`config.mk`:
```
export PLATFORM = sky130hd
export DESIGN_NAME = telnet_receive_negotiator_core
export DESIGN_NICKNAME = d
export VERILOG_FILES = /design/src/design/tnrn_pkg.sv /design/src/design/tnrn_flag_store.sv /design/src/design/tnrn_parser.sv /design/src/design/tnrn_serializer.sv /design/src/design/telnet_receive_negotiator_core.sv
export SDC_FILE = /design/constraint.sdc
export NUM_CORES = 2
export LEC_CHECK = 0
export BUFFER_PORTS_ARGS = -buffer_cell sky130_fd_sc_hd__buf_2
export CORE_UTILIZATION = 50
export DETAILED_ROUTE_END_ITERATION = 10
export GPL_TIMING_DRIVEN = 1
export PLACE_DENSITY = 0.65
export SLEW_MARGIN = 5
export SYNTH_ARGS = -nofsm -noshare
export SYNTH_HDL_FRONTEND = slang
export SYNTH_SLANG_ARGS = --single-unit
```
`constraint.sdc`:
```
create_clock -name clock -period 26.1 [get_ports clock]
set_input_delay 2.61 -clock clock [delete_from_list [all_inputs] [get_ports clock]]
set_output_delay 2.61 -clock clock [all_outputs]
set_load 0.05 [all_outputs]
```
`src/design/tnrn_pkg.sv`:
```
// Shared codes, types and reply tables of the telnet receive negotiator.
package tnrn_pkg;

   localparam int SUB_MAX_LEN_DEFAULT = 64;
   localparam int HEAD_LEN = 5;

   localparam logic [7:0] B_IAC  = 8'd255;
   localparam logic [7:0] B_DONT = 8'd254;
   localparam logic [7:0] B_DO   = 8'd253;
   localparam logic [7:0] B_WONT = 8'd252;
   localparam logic [7:0] B_WILL = 8'd251;
   localparam logic [7:0] B_SB   = 8'd250;
   localparam logic [7:0] B_AYT  = 8'd246;
   localparam logic [7:0] B_IP   = 8'd244;
   localparam logic [7:0] B_SE   = 8'd240;
   localparam logic [7:0] B_SUSP = 8'd237;

   localparam logic [7:0] OPT_TTYPE = 8'd24;
   localparam logic [7:0] OPT_NAWS  = 8'd31;
   localparam logic [7:0] OPT_LFLOW = 8'd33;
   localparam logic [7:0] OPT_COMP2 = 8'd86;
   localparam logic [7:0] TTYPE_IS   = 8'd0;
   localparam logic [7:0] TTYPE_SEND = 8'd1;

   localparam logic [3:0] F_WILL = 4'b0001;
   localparam logic [3:0] F_WONT = 4'b0010;
   localparam logic [3:0] F_DO   = 4'b0100;
   localparam logic [3:0] F_DONT = 4'b1000;

   localparam logic [2:0] KIND_DATA       = 3'd0;
   localparam logic [2:0] KIND_REPLY      = 3'd1;
   localparam logic [2:0] KIND_DISCONNECT = 3'd2;
   localparam logic [2:0] KIND_WINDOW     = 3'd3;
   localparam logic [2:0] KIND_COMPRESS   = 3'd4;

   localparam logic [1:0] MODE_SINGLE = 2'd0;
   localparam logic [1:0] MODE_OPTION = 2'd1;
   localparam logic [1:0] MODE_TTYPE  = 2'd2;
   localparam logic [1:0] MODE_AYT    = 2'd3;

   typedef struct packed {
      logic [1:0]  mode;
      logic [2:0]  kind;
      logic [7:0]  value;
      logic [7:0]  cmd;
      logic [15:0] cols;
      logic [15:0] rows;
   } burst_type;

   typedef struct packed {
      logic       en;
      logic [7:0] addr;
      logic [3:0] data;
   } flag_wr_type;

   function automatic logic [3:0] burst_len(input logic [1:0] mode);
      logic [3:0] len;
      unique case (mode)
         MODE_SINGLE: len = 4'd1;
         MODE_OPTION: len = 4'd3;
         MODE_TTYPE:  len = 4'd6;
         MODE_AYT:    len = 4'd10;
      endcase
      return len;
   endfunction

   function automatic logic [3:0] flag_of(input logic [7:0] cmd);
      logic [3:0] f;
      priority case (cmd)
         B_WILL:  f = F_WILL;
         B_WONT:  f = F_WONT;
         B_DO:    f = F_DO;
         default: f = F_DONT;
      endcase
      return f;
   endfunction

   function automatic logic [7:0] ttype_byte(input logic [3:0] idx);
      logic [7:0] v;
      priority case (idx)
         4'd0:    v = B_IAC;
         4'd1:    v = B_SB;
         4'd2:    v = OPT_TTYPE;
         4'd3:    v = TTYPE_SEND;
         4'd4:    v = B_IAC;
         default: v = B_SE;
      endcase
      return v;
   endfunction

   function automatic logic [7:0] ayt_byte(input logic [3:0] idx);
      logic [7:0] v;
      priority case (idx)
         4'd0:    v = 8'd7;
         4'd1:    v = 8'd40;
         4'd2:    v = 8'd40;
         4'd3:    v = 8'd65;
         4'd4:    v = 8'd121;
         4'd5:    v = 8'd101;
         4'd6:    v = 8'd41;
         4'd7:    v = 8'd41;
         4'd8:    v = 8'd13;
         default: v = 8'd10;
      endcase
      return v;
   endfunction

endpackage

```
`src/design/tnrn_flag_store.sv`:
```
// Per-option sent-flag memory with valid bits and write-to-read bypass.
module tnrn_flag_store
   import tnrn_pkg::*;
(
   input  logic        clock,
   input  logic        reset,
   input  logic        rd_en,
   input  logic [7:0]  rd_addr,
   input  flag_wr_type flag_wr,
   output logic [3:0]  rd_data
);

   logic [3:0]   flag_mem_ff [256];
   logic [255:0] valid_ff;
   logic [3:0]   mem_q_ff;
   logic         valid_q_ff;
   logic         byp_ff;
   logic [3:0]   byp_data_ff;

   always_ff @(posedge clock) begin
      if (flag_wr.en) begin
         flag_mem_ff[flag_wr.addr] <= flag_wr.data;
      end
      if (rd_en) begin
         mem_q_ff    <= flag_mem_ff[rd_addr];
         valid_q_ff  <= valid_ff[rd_addr];
         byp_ff      <= flag_wr.en && (flag_wr.addr == rd_addr);
         byp_data_ff <= flag_wr.data;
      end
   end

   always_ff @(posedge clock) begin
      if (reset) begin
         valid_ff <= '0;
      end else if (flag_wr.en) begin
         valid_ff[flag_wr.addr] <= 1'b1;
      end
   end

   assign rd_data = byp_ff ? byp_data_ff : (valid_q_ff ? mem_q_ff : 4'd0);

endmodule

```
`src/design/tnrn_parser.sv`:
```
// Input register, IAC parse state, negotiation and subnegotiation evaluation.
module tnrn_parser
   import tnrn_pkg::*;
#(
   parameter int SUB_MAX_LEN = SUB_MAX_LEN_DEFAULT
)
(
   input  logic        clock,
   input  logic        reset,
   input  logic        req_valid,
   output logic        req_ready,
   input  logic [7:0]  req_rx_byte,
   input  logic [3:0]  flags_rd,
   input  logic        take,
   output logic        rd_en,
   output logic [7:0]  rd_addr,
   output flag_wr_type flag_wr,
   output logic        burst_load,
   output burst_type   burst
);

   localparam int CNT_W = $clog2(SUB_MAX_LEN + 1);
   localparam logic [CNT_W-1:0] MAX_CNT = CNT_W'(SUB_MAX_LEN);
   localparam logic [CNT_W-1:0] HEAD_CNT = CNT_W'(HEAD_LEN);

   localparam logic [2:0] ST_DATA   = 3'd0;
   localparam logic [2:0] ST_IAC    = 3'd1;
   localparam logic [2:0] ST_WILL   = 3'd2;
   localparam logic [2:0] ST_WONT   = 3'd3;
   localparam logic [2:0] ST_DO     = 3'd4;
   localparam logic [2:0] ST_DONT   = 3'd5;
   localparam logic [2:0] ST_SB     = 3'd6;
   localparam logic [2:0] ST_SB_IAC = 3'd7;

   logic             in_valid_ff, in_valid_in;
   logic [7:0]       byte_ff;
   logic [2:0]       state_ff, state_in;
   logic             closed_ff, closed_in;
   logic [CNT_W-1:0] cnt_ff, cnt_in;
   logic [7:0]       head_ff [HEAD_LEN];
   logic [7:0]       head_in [HEAD_LEN];

   logic             accept, fire;
   logic [CNT_W-1:0] col_cnt;
   logic [7:0]       col_head [HEAD_LEN];
   logic             eval_load;
   burst_type        eval_burst;
   logic             neg_load;
   burst_type        neg_burst;
   flag_wr_type      neg_wr;

   assign fire      = in_valid_ff && take;
   assign req_ready = !in_valid_ff || take;
   assign accept    = req_valid && req_ready;
   assign rd_en     = accept;
   assign rd_addr   = req_rx_byte;
   assign in_valid_in = accept ? 1'b1 : (fire ? 1'b0 : in_valid_ff);

   always_ff @(posedge clock) begin
      if (reset) begin
         in_valid_ff <= 1'b0;
         state_ff    <= ST_DATA;
         closed_ff   <= 1'b0;
         cnt_ff      <= '0;
         for (int i = 0; i < HEAD_LEN; i++) begin
            head_ff[i] <= 8'd0;
         end
      end else begin
         in_valid_ff <= in_valid_in;
         state_ff    <= state_in;
         closed_ff   <= closed_in;
         cnt_ff      <= cnt_in;
         head_ff     <= head_in;
      end
   end

   always_ff @(posedge clock) begin
      if (accept) begin
         byte_ff <= req_rx_byte;
      end
   end

   // collect one byte, saturating at the length bound
   always_comb begin
      col_cnt  = cnt_ff;
      col_head = head_ff;
      if (cnt_ff < MAX_CNT) begin
         col_cnt = cnt_ff + 1'b1;
         for (int i = 0; i < HEAD_LEN; i++) begin
            if (cnt_ff == CNT_W'(i)) begin
               col_head[i] = byte_ff;
            end
         end
      end
   end

   always_comb begin
      eval_load  = 1'b0;
      eval_burst = '0;
      if (cnt_ff != '0) begin
         if (head_ff[0] == OPT_TTYPE) begin
            if (cnt_ff >= CNT_W'(2) && head_ff[1] == TTYPE_IS) begin
               eval_load       = 1'b1;
               eval_burst.mode = MODE_TTYPE;
               eval_burst.kind = KIND_REPLY;
            end
         end else if (head_ff[0] == OPT_NAWS) begin
            if (cnt_ff >= HEAD_CNT) begin
               eval_load       = 1'b1;
               eval_burst.mode = MODE_SINGLE;
               eval_burst.kind = KIND_WINDOW;
               eval_burst.cols = {head_ff[1], head_ff[2]};
               eval_burst.rows = {head_ff[3], head_ff[4]};
            end
         end
      end
   end

   always_comb begin
      logic       send, ttype, comp;
      logic [7:0] rc;
      logic [3:0] rf;
      send = 1'b0;
      ttype = 1'b0;
      comp = 1'b0;
      rc = B_DONT;
      if (state_ff == ST_WILL) begin
         if (!flags_rd[3] && !flags_rd[2]) begin
            send = 1'b1;
            rc = (byte_ff == OPT_TTYPE || byte_ff == OPT_NAWS || byte_ff == OPT_LFLOW)
                 ? B_DO : B_DONT;
         end else if (byte_ff == OPT_TTYPE) begin
            ttype = 1'b1;
         end
      end else if (state_ff == ST_WONT) begin
         send = !flags_rd[3];
         rc = B_DONT;
      end else if (state_ff == ST_DO) begin
         if (!flags_rd[0] && !flags_rd[1]) begin
            send = 1'b1;
            rc = (byte_ff == OPT_COMP2) ? B_WILL : B_WONT;
         end else if (byte_ff == OPT_COMP2) begin
            comp = 1'b1;
         end
      end else begin
         send = !flags_rd[0];
         rc = B_WONT;
      end
      rf = flag_of(rc);
      neg_load  = 1'b0;
      neg_burst = '0;
      neg_wr    = '0;
      if (send && (flags_rd & rf) == 4'd0) begin
         neg_load        = 1'b1;
         neg_burst.mode  = MODE_OPTION;
         neg_burst.kind  = KIND_REPLY;
         neg_burst.cmd   = rc;
         neg_burst.value = byte_ff;
         neg_wr.en       = 1'b1;
         neg_wr.addr     = byte_ff;
         neg_wr.data     = rf;
      end else if (ttype) begin
         neg_load       = 1'b1;
         neg_burst.mode = MODE_TTYPE;
         neg_burst.kind = KIND_REPLY;
      end else if (comp) begin
         neg_load       = 1'b1;
         neg_burst.mode = MODE_SINGLE;
         neg_burst.kind = KIND_COMPRESS;
      end
   end

   always_comb begin
      state_in   = state_ff;
      closed_in  = closed_ff;
      cnt_in     = cnt_ff;
      head_in    = head_ff;
      burst_load = 1'b0;
      burst      = '0;
      flag_wr    = '0;
      if (fire && !closed_ff) begin
         unique case (state_ff)
            ST_DATA: begin
               if (byte_ff == B_IAC) begin
                  state_in = ST_IAC;
               end else begin
                  burst_load  = 1'b1;
                  burst.mode  = MODE_SINGLE;
                  burst.kind  = KIND_DATA;
                  burst.value = byte_ff;
               end
            end
            ST_IAC: begin
               state_in = ST_DATA;
               priority if (byte_ff == B_IAC) begin
                  burst_load  = 1'b1;
                  burst.mode  = MODE_SINGLE;
                  burst.kind  = KIND_DATA;
                  burst.value = byte_ff;
               end else if (byte_ff == B_IP || byte_ff == B_SUSP) begin
                  burst_load = 1'b1;
                  burst.mode = MODE_SINGLE;
                  burst.kind = KIND_DISCONNECT;
                  closed_in  = 1'b1;
               end else if (byte_ff == B_AYT) begin
                  burst_load = 1'b1;
                  burst.mode = MODE_AYT;
                  burst.kind = KIND_REPLY;
               end else if (byte_ff == B_WILL) begin
                  state_in = ST_WILL;
               end else if (byte_ff == B_WONT) begin
                  state_in = ST_WONT;
               end else if (byte_ff == B_DO) begin
                  state_in = ST_DO;
               end else if (byte_ff == B_DONT) begin
                  state_in = ST_DONT;
               end else if (byte_ff == B_SB) begin
                  state_in = ST_SB;
                  cnt_in   = '0;
               end else if (byte_ff == B_SE) begin
                  burst_load = eval_load;
                  burst      = eval_burst;
                  cnt_in     = '0;
               end else begin
                  state_in = ST_DATA;
               end
            end
            ST_WILL, ST_WONT, ST_DO, ST_DONT: begin
               state_in   = ST_DATA;
               burst_load = neg_load;
               burst      = neg_burst;
               flag_wr    = neg_wr;
            end
            ST_SB: begin
               if (byte_ff == B_IAC) begin
                  state_in = ST_SB_IAC;
               end else begin
                  cnt_in  = col_cnt;
                  head_in = col_head;
               end
            end
            ST_SB_IAC: begin
               if (byte_ff == B_IAC) begin
                  state_in = ST_SB;
                  cnt_in   = col_cnt;
                  head_in  = col_head;
               end else begin
                  state_in = ST_DATA;
                  if (byte_ff == B_SE) begin
                     burst_load = eval_load;
                     burst      = eval_burst;
                     cnt_in     = '0;
                  end
               end
            end
         endcase
      end
   end

   a_closed_holds: assert property (@(posedge clock) disable iff (reset)
      closed_ff |=> closed_ff)
      else $error("closed flag dropped");

   a_write_has_reply: assert property (@(posedge clock) disable iff (reset)
      flag_wr.en |-> burst_load && burst.mode == MODE_OPTION)
      else $error("flag write without option reply");

   a_count_bound: assert property (@(posedge clock) disable iff (reset)
      cnt_ff <= MAX_CNT)
      else $error("subnegotiation count beyond bound");

endmodule

```
`src/design/tnrn_serializer.sv`:
```
// Result register that plays out one burst of results, one item per cycle while rsp_ready is high.
module tnrn_serializer
   import tnrn_pkg::*;
(
   input  logic        clock,
   input  logic        reset,
   input  logic        burst_load,
   input  burst_type   burst,
   output logic        take,
   output logic        rsp_valid,
   input  logic        rsp_ready,
   output logic [2:0]  rsp_kind,
   output logic [7:0]  rsp_byte_value,
   output logic [15:0] rsp_columns,
   output logic [15:0] rsp_rows,
   output logic        rsp_last
);

   logic      valid_ff, valid_in;
   logic [3:0] idx_ff, idx_in;
   burst_type burst_ff;
   logic      at_last, sent;

   assign at_last = (idx_ff == burst_len(burst_ff.mode) - 4'd1);
   assign sent    = valid_ff && rsp_ready;
   assign take    = !valid_ff || (rsp_ready && at_last);

   always_comb begin
      valid_in = valid_ff;
      idx_in   = idx_ff;
      if (burst_load) begin
         valid_in = 1'b1;
         idx_in   = 4'd0;
      end else if (sent) begin
         if (at_last) begin
            valid_in = 1'b0;
         end else begin
            idx_in = idx_ff + 4'd1;
         end
      end
   end

   always_ff @(posedge clock) begin
      if (reset) begin
         valid_ff <= 1'b0;
         idx_ff   <= 4'd0;
      end else begin
         valid_ff <= valid_in;
         idx_ff   <= idx_in;
      end
   end

   always_ff @(posedge clock) begin
      if (burst_load) begin
         burst_ff <= burst;
      end
   end

   always_comb begin
      unique case (burst_ff.mode)
         MODE_SINGLE: rsp_byte_value = burst_ff.value;
         MODE_OPTION: begin
            priority case (idx_ff)
               4'd0:    rsp_byte_value = B_IAC;
               4'd1:    rsp_byte_value = burst_ff.cmd;
               default: rsp_byte_value = burst_ff.value;
            endcase
         end
         MODE_TTYPE:  rsp_byte_value = ttype_byte(idx_ff);
         MODE_AYT:    rsp_byte_value = ayt_byte(idx_ff);
      endcase
   end

   assign rsp_valid   = valid_ff;
   assign rsp_kind    = burst_ff.kind;
   assign rsp_columns = burst_ff.cols;
   assign rsp_rows    = burst_ff.rows;
   assign rsp_last    = at_last;

   a_idx_in_range: assert property (@(posedge clock) disable iff (reset)
      valid_ff |-> idx_ff < burst_len(burst_ff.mode))
      else $error("burst index past burst length");

   a_load_when_free: assert property (@(posedge clock) disable iff (reset)
      burst_load |-> take)
      else $error("burst loaded while busy");

   a_drain_empties: assert property (@(posedge clock) disable iff (reset)
      sent && at_last && !burst_load |=> !valid_ff)
      else $error("result register still full after final item");

endmodule

```
`src/design/telnet_receive_negotiator_core.sv`:
```
// Telnet receive negotiator: IAC parser with option replies and result serializer.
// A result passes through the parser input register and then the serializer result register.
// Throughput: one input item per cycle while each item yields at most one result and rsp_ready is high;
// an item with n results (up to ten) holds the result register until its last result is taken.
// The option flag memory is read when an item is accepted, with bypass of the write in flight.
// Reset is synchronous: parse state, counts and all 256 flag valid bits clear at once.
module telnet_receive_negotiator_core
   import tnrn_pkg::*;
#(
   parameter int SUB_MAX_LEN = SUB_MAX_LEN_DEFAULT
)
(
   input  logic        clock,
   input  logic        reset,
   input  logic        req_valid,
   output logic        req_ready,
   input  logic [7:0]  req_rx_byte,
   output logic        rsp_valid,
   input  logic        rsp_ready,
   output logic [2:0]  rsp_kind,
   output logic [7:0]  rsp_byte_value,
   output logic [15:0] rsp_columns,
   output logic [15:0] rsp_rows,
   output logic        rsp_last
);

   logic        rd_en;
   logic [7:0]  rd_addr;
   logic [3:0]  flags_rd;
   flag_wr_type flag_wr;
   logic        take;
   logic        burst_load;
   burst_type   burst;

   tnrn_flag_store u_flag_store (
      .clock   (clock),
      .reset   (reset),
      .rd_en   (rd_en),
      .rd_addr (rd_addr),
      .flag_wr (flag_wr),
      .rd_data (flags_rd)
   );

   tnrn_parser #(
      .SUB_MAX_LEN (SUB_MAX_LEN)
   ) u_parser (
      .clock       (clock),
      .reset       (reset),
      .req_valid   (req_valid),
      .req_ready   (req_ready),
      .req_rx_byte (req_rx_byte),
      .flags_rd    (flags_rd),
      .take        (take),
      .rd_en       (rd_en),
      .rd_addr     (rd_addr),
      .flag_wr     (flag_wr),
      .burst_load  (burst_load),
      .burst       (burst)
   );

   tnrn_serializer u_serializer (
      .clock          (clock),
      .reset          (reset),
      .burst_load     (burst_load),
      .burst          (burst),
      .take           (take),
      .rsp_valid      (rsp_valid),
      .rsp_ready      (rsp_ready),
      .rsp_kind       (rsp_kind),
      .rsp_byte_value (rsp_byte_value),
      .rsp_columns    (rsp_columns),
      .rsp_rows       (rsp_rows),
      .rsp_last       (rsp_last)
   );

endmodule

```
==> results.cfg <==
[clocking]
cts_hold_buf = 0
clk_pin_slew_ns = 0.06
ctsResizeCount = 0
cts-buffers-inserted = 146
clock-root-buffer = clkbuf_16
h-tree-depth = 4
cts_sinks = 1411
clk_latency_ns = 0.76
ctsLongestPathBuffers = 3
post-cts-setup-buffers = 0
cts_tree = done

[place]
portBuffers = 57
dp_hpwl_mm = 95.8
placed_area_um2 = 58900
place_inst = 5089
gp_congestion = 0.893
place_ws_ns = 18.15

[drt]
drt-vias-per-instance = 6.32
ant_nets = 0
drt-wirelength-per-cell_um = 28.8
dr.pass1.iters = 5
via_count = 33906
drt_first_iter_violations = 4175
drc = 0
postRouteWirelength_mm = 154

[pwr]
ir_drop_mv = 0.0704
total_power_mw = 4.68
pwr_density_cell_nw_per_um2 = 73.2
leakagePower_nw = 18.0

[critical_path]
path_buf_inv = 4
cp_max_fo = 96
cp.arrival_ns = 7.75
crit_family = buffers and inverters
crit_path_top_delay_cell = a2111oi_0
reg2reg_slack_ns = 21.22
crit_path_end_kind = register
max_stage_delay_ns = 0.89
crit_type = in2reg
cp-start-kind = primary input
path_cells = buf_8 > buf_4 > buf_12 > buf_4 > mux4_2 > mux2_2 > a221oi_1 > a2111oi_0 > o221ai_1 > nand3_1
critPathMostFrequentCell = buf_4
cp.required_ns = 26.71

[die]
start_util = 0.507
dieWidth_um = 341
pin_count = 58
core_area_um2 = 113000
row_count = 123
fp.dieH_um = 341
dieArea_um2 = 116000

[finish]
drive_gt1_frac = 0.210
fin_cells = 5363
final_cell_area_um2 = 63800
post-route-util = 0.564
nets = 3762
area_growth_pct = 11.3

[global_routing]
grt_max_degree = 132
grt_first_pass_wirelength_mm = 226
overflow = 0
grt_usage = 0.265
grt_pass1_vias = 32543
antenna_found_initial = 3

[synthesis]
synth_seq_area_share = 0.683
synth_area_leaders = edfxtp_1 57%, mux4_2 12%, dfxtp_1 11%, nor2_1 3.8%, a21oi_1 1.9%
synth_edf_count = 1091
synth.net_count = 3768
yosys.area.top_type_share = 0.572
async_flop_share = 0
yosysUniqueCellTypes = 86
syn_area_per_cell_um2 = 15.3
syn_inst = 3743
syn_area_um2 = 57300
yosys.area.top_type = edfxtp_1
synth_seq_cells = 1411
ys.warnings.count = 0
ys.flop_type = edfxtp_1

[timing]
drv_slew = 0
setup_violations = 0
tightestPinTransition_ns = 1.29
rsz0062_at_grt = no
clock.fmax_ghz = 0.140
slew_headroom = 0.120
setup_slack_ns = 18.96
hold_viol = 0
fin_crit_ns = 7.14
finClkSkew_ns = 0.0358
tns_ns = 0
fin_crit_sh = 0.274
fin_hold_ws_ns = 0.455

[hold_path]
hp-class = reg2reg

[run_status]
status = completed

[flow_run]
maxCapViolCount = 0
==> final timing paths <==
kind,start,to,depth (start not counted)
setup / recovery,req_rx_byte[0],u_flag_store.mem_q_ff[1],10
hold / removal,u_flag_store.valid_ff[42],u_flag_store.valid_ff[42],2
setup reg to reg,u_parser.byte_ff[5],u_flag_store.flag_mem_ff[90][2],9
hold reg to reg,u_flag_store.valid_ff[42],u_flag_store.valid_ff[42],2
==> cell usage in the layout (no fill, tap or decap), types with 26 or more instances in the layout <==
master / instances
clkbuf_16: 149
edfxtp_1: 1091
clkbuf_1: 28
and2_1: 40
o22ai_1: 42
nand2b_1: 26
mux4_2: 306
a21oi_1: 213
nor3_1: 46
nor4_1: 44
nor2_1: 573
nor4_2: 64
buf_4: 90
buf_2: 54
inv_1: 26
o21ai_0: 37
dfxtp_1: 320
a22oi_1: 45
nand3_1: 36
mux2i_1: 88
nand2_1: 131
==> metal layers <==
layer  global-route usage  vias to the layer above  share of wire
li1                     -                    14443              -
met1                0.373                    17489           0.40
met2                0.416                     1691           0.47
met3               0.0520                      279          0.090
met4               0.0918                        4          0.034
met5                    0                        -        0.00014
==> cell type report <==
cell class	count	area, um2
clock buffer	196	4100
multi-input combinational	2001	16800
timing repair buffer	149	1030
sequential	1411	39200
inverter	28	105
antenna	1	2.50
clock inverter	77	782
fill	8751	49300
tap	1500	1880
==> worst register-to-register path, stage by stage, from the launching register on <==
cell	delay, ns
edfxtp_1	0.35
buf_4	0.23
nand2b_1	0.50
nor2_1	0.88
nand3_1	0.35
nor2_1	0.33
a21oi_1	0.13
nor3_2	0.14
buf_4	0.59
buf_4	0.92
==> synthesized netlist by cell type, types with 5 or more instances <==
library cell and n:
xnor2_1 12, a22oi_1 45, o211ai_1 7, o21ba_2 14
o22ai_1 42, buf_4 37, a211oi_1 16, edfxtp_1 1091
nand2_1 133, buf_1 22, nand3b_1 6, nor4_1 45
buf_2 67, o221ai_1 21, and3_1 9, mux2i_1 88
or4_1 5, mux4_2 306, nor3_2 8, clkbuf_1 175
o21a_1 5, nand3_1 37, a31oi_1 20, o21ai_0 37
nand4_1 12, or2_2 9, nand2b_1 26, inv_1 26
a2111oi_0 14, ha_1 13, nor2b_1 26, a22o_1 7
nor2_1 575, or3_1 9, a21oi_1 214, a221oi_1 8
and2_1 41, dfxtp_1 320, nor4_2 63, nor3_1 49
==> kinds of logic (layout without fill, tap and decap cells) <==
kind of cell,Yosys count,in the layout,synth area share
adder cells (fa/ha/maj),13,13,0.00284
AO/OA/AOI/OAI,496,496,0.0557
multiplexers,398,398,0.136
other,0,1,0
flip-flops,1411,1411,0.683
buffers and inverters,331,450,0.0257
AND/OR/NAND/NOR,1081,1081,0.0941
XOR/XNOR,13,13,0.00199
==> registers in the layout, indices dropped and copies added (netlist names), 7 cells and up, named ones only <==
| register | cells |
|---|---|
| u_parser.head_ff | 40 |
| u_flag_store.flag_mem_ff | 1024 |
| u_flag_store.valid_ff | 256 |
| u_serializer.rsp_rows | 16 |
| u_serializer.rsp_columns | 16 |
| u_serializer.burst_ff | 14 |
| u_parser.byte_ff | 8 |
| u_parser.cnt_ff | 7 |
==> power by group <==
part	total, mW	switching (mW)	internal (mW)	leakage (nW)
Clock	2.11	0.870	1.24	2.40
Combinational	0.172	0.126	0.0456	5.18
Sequential	2.40	0.00342	2.39	10.4
Total	4.68	1.00	3.67	18.0
Power figures use the tool's default switching activity.
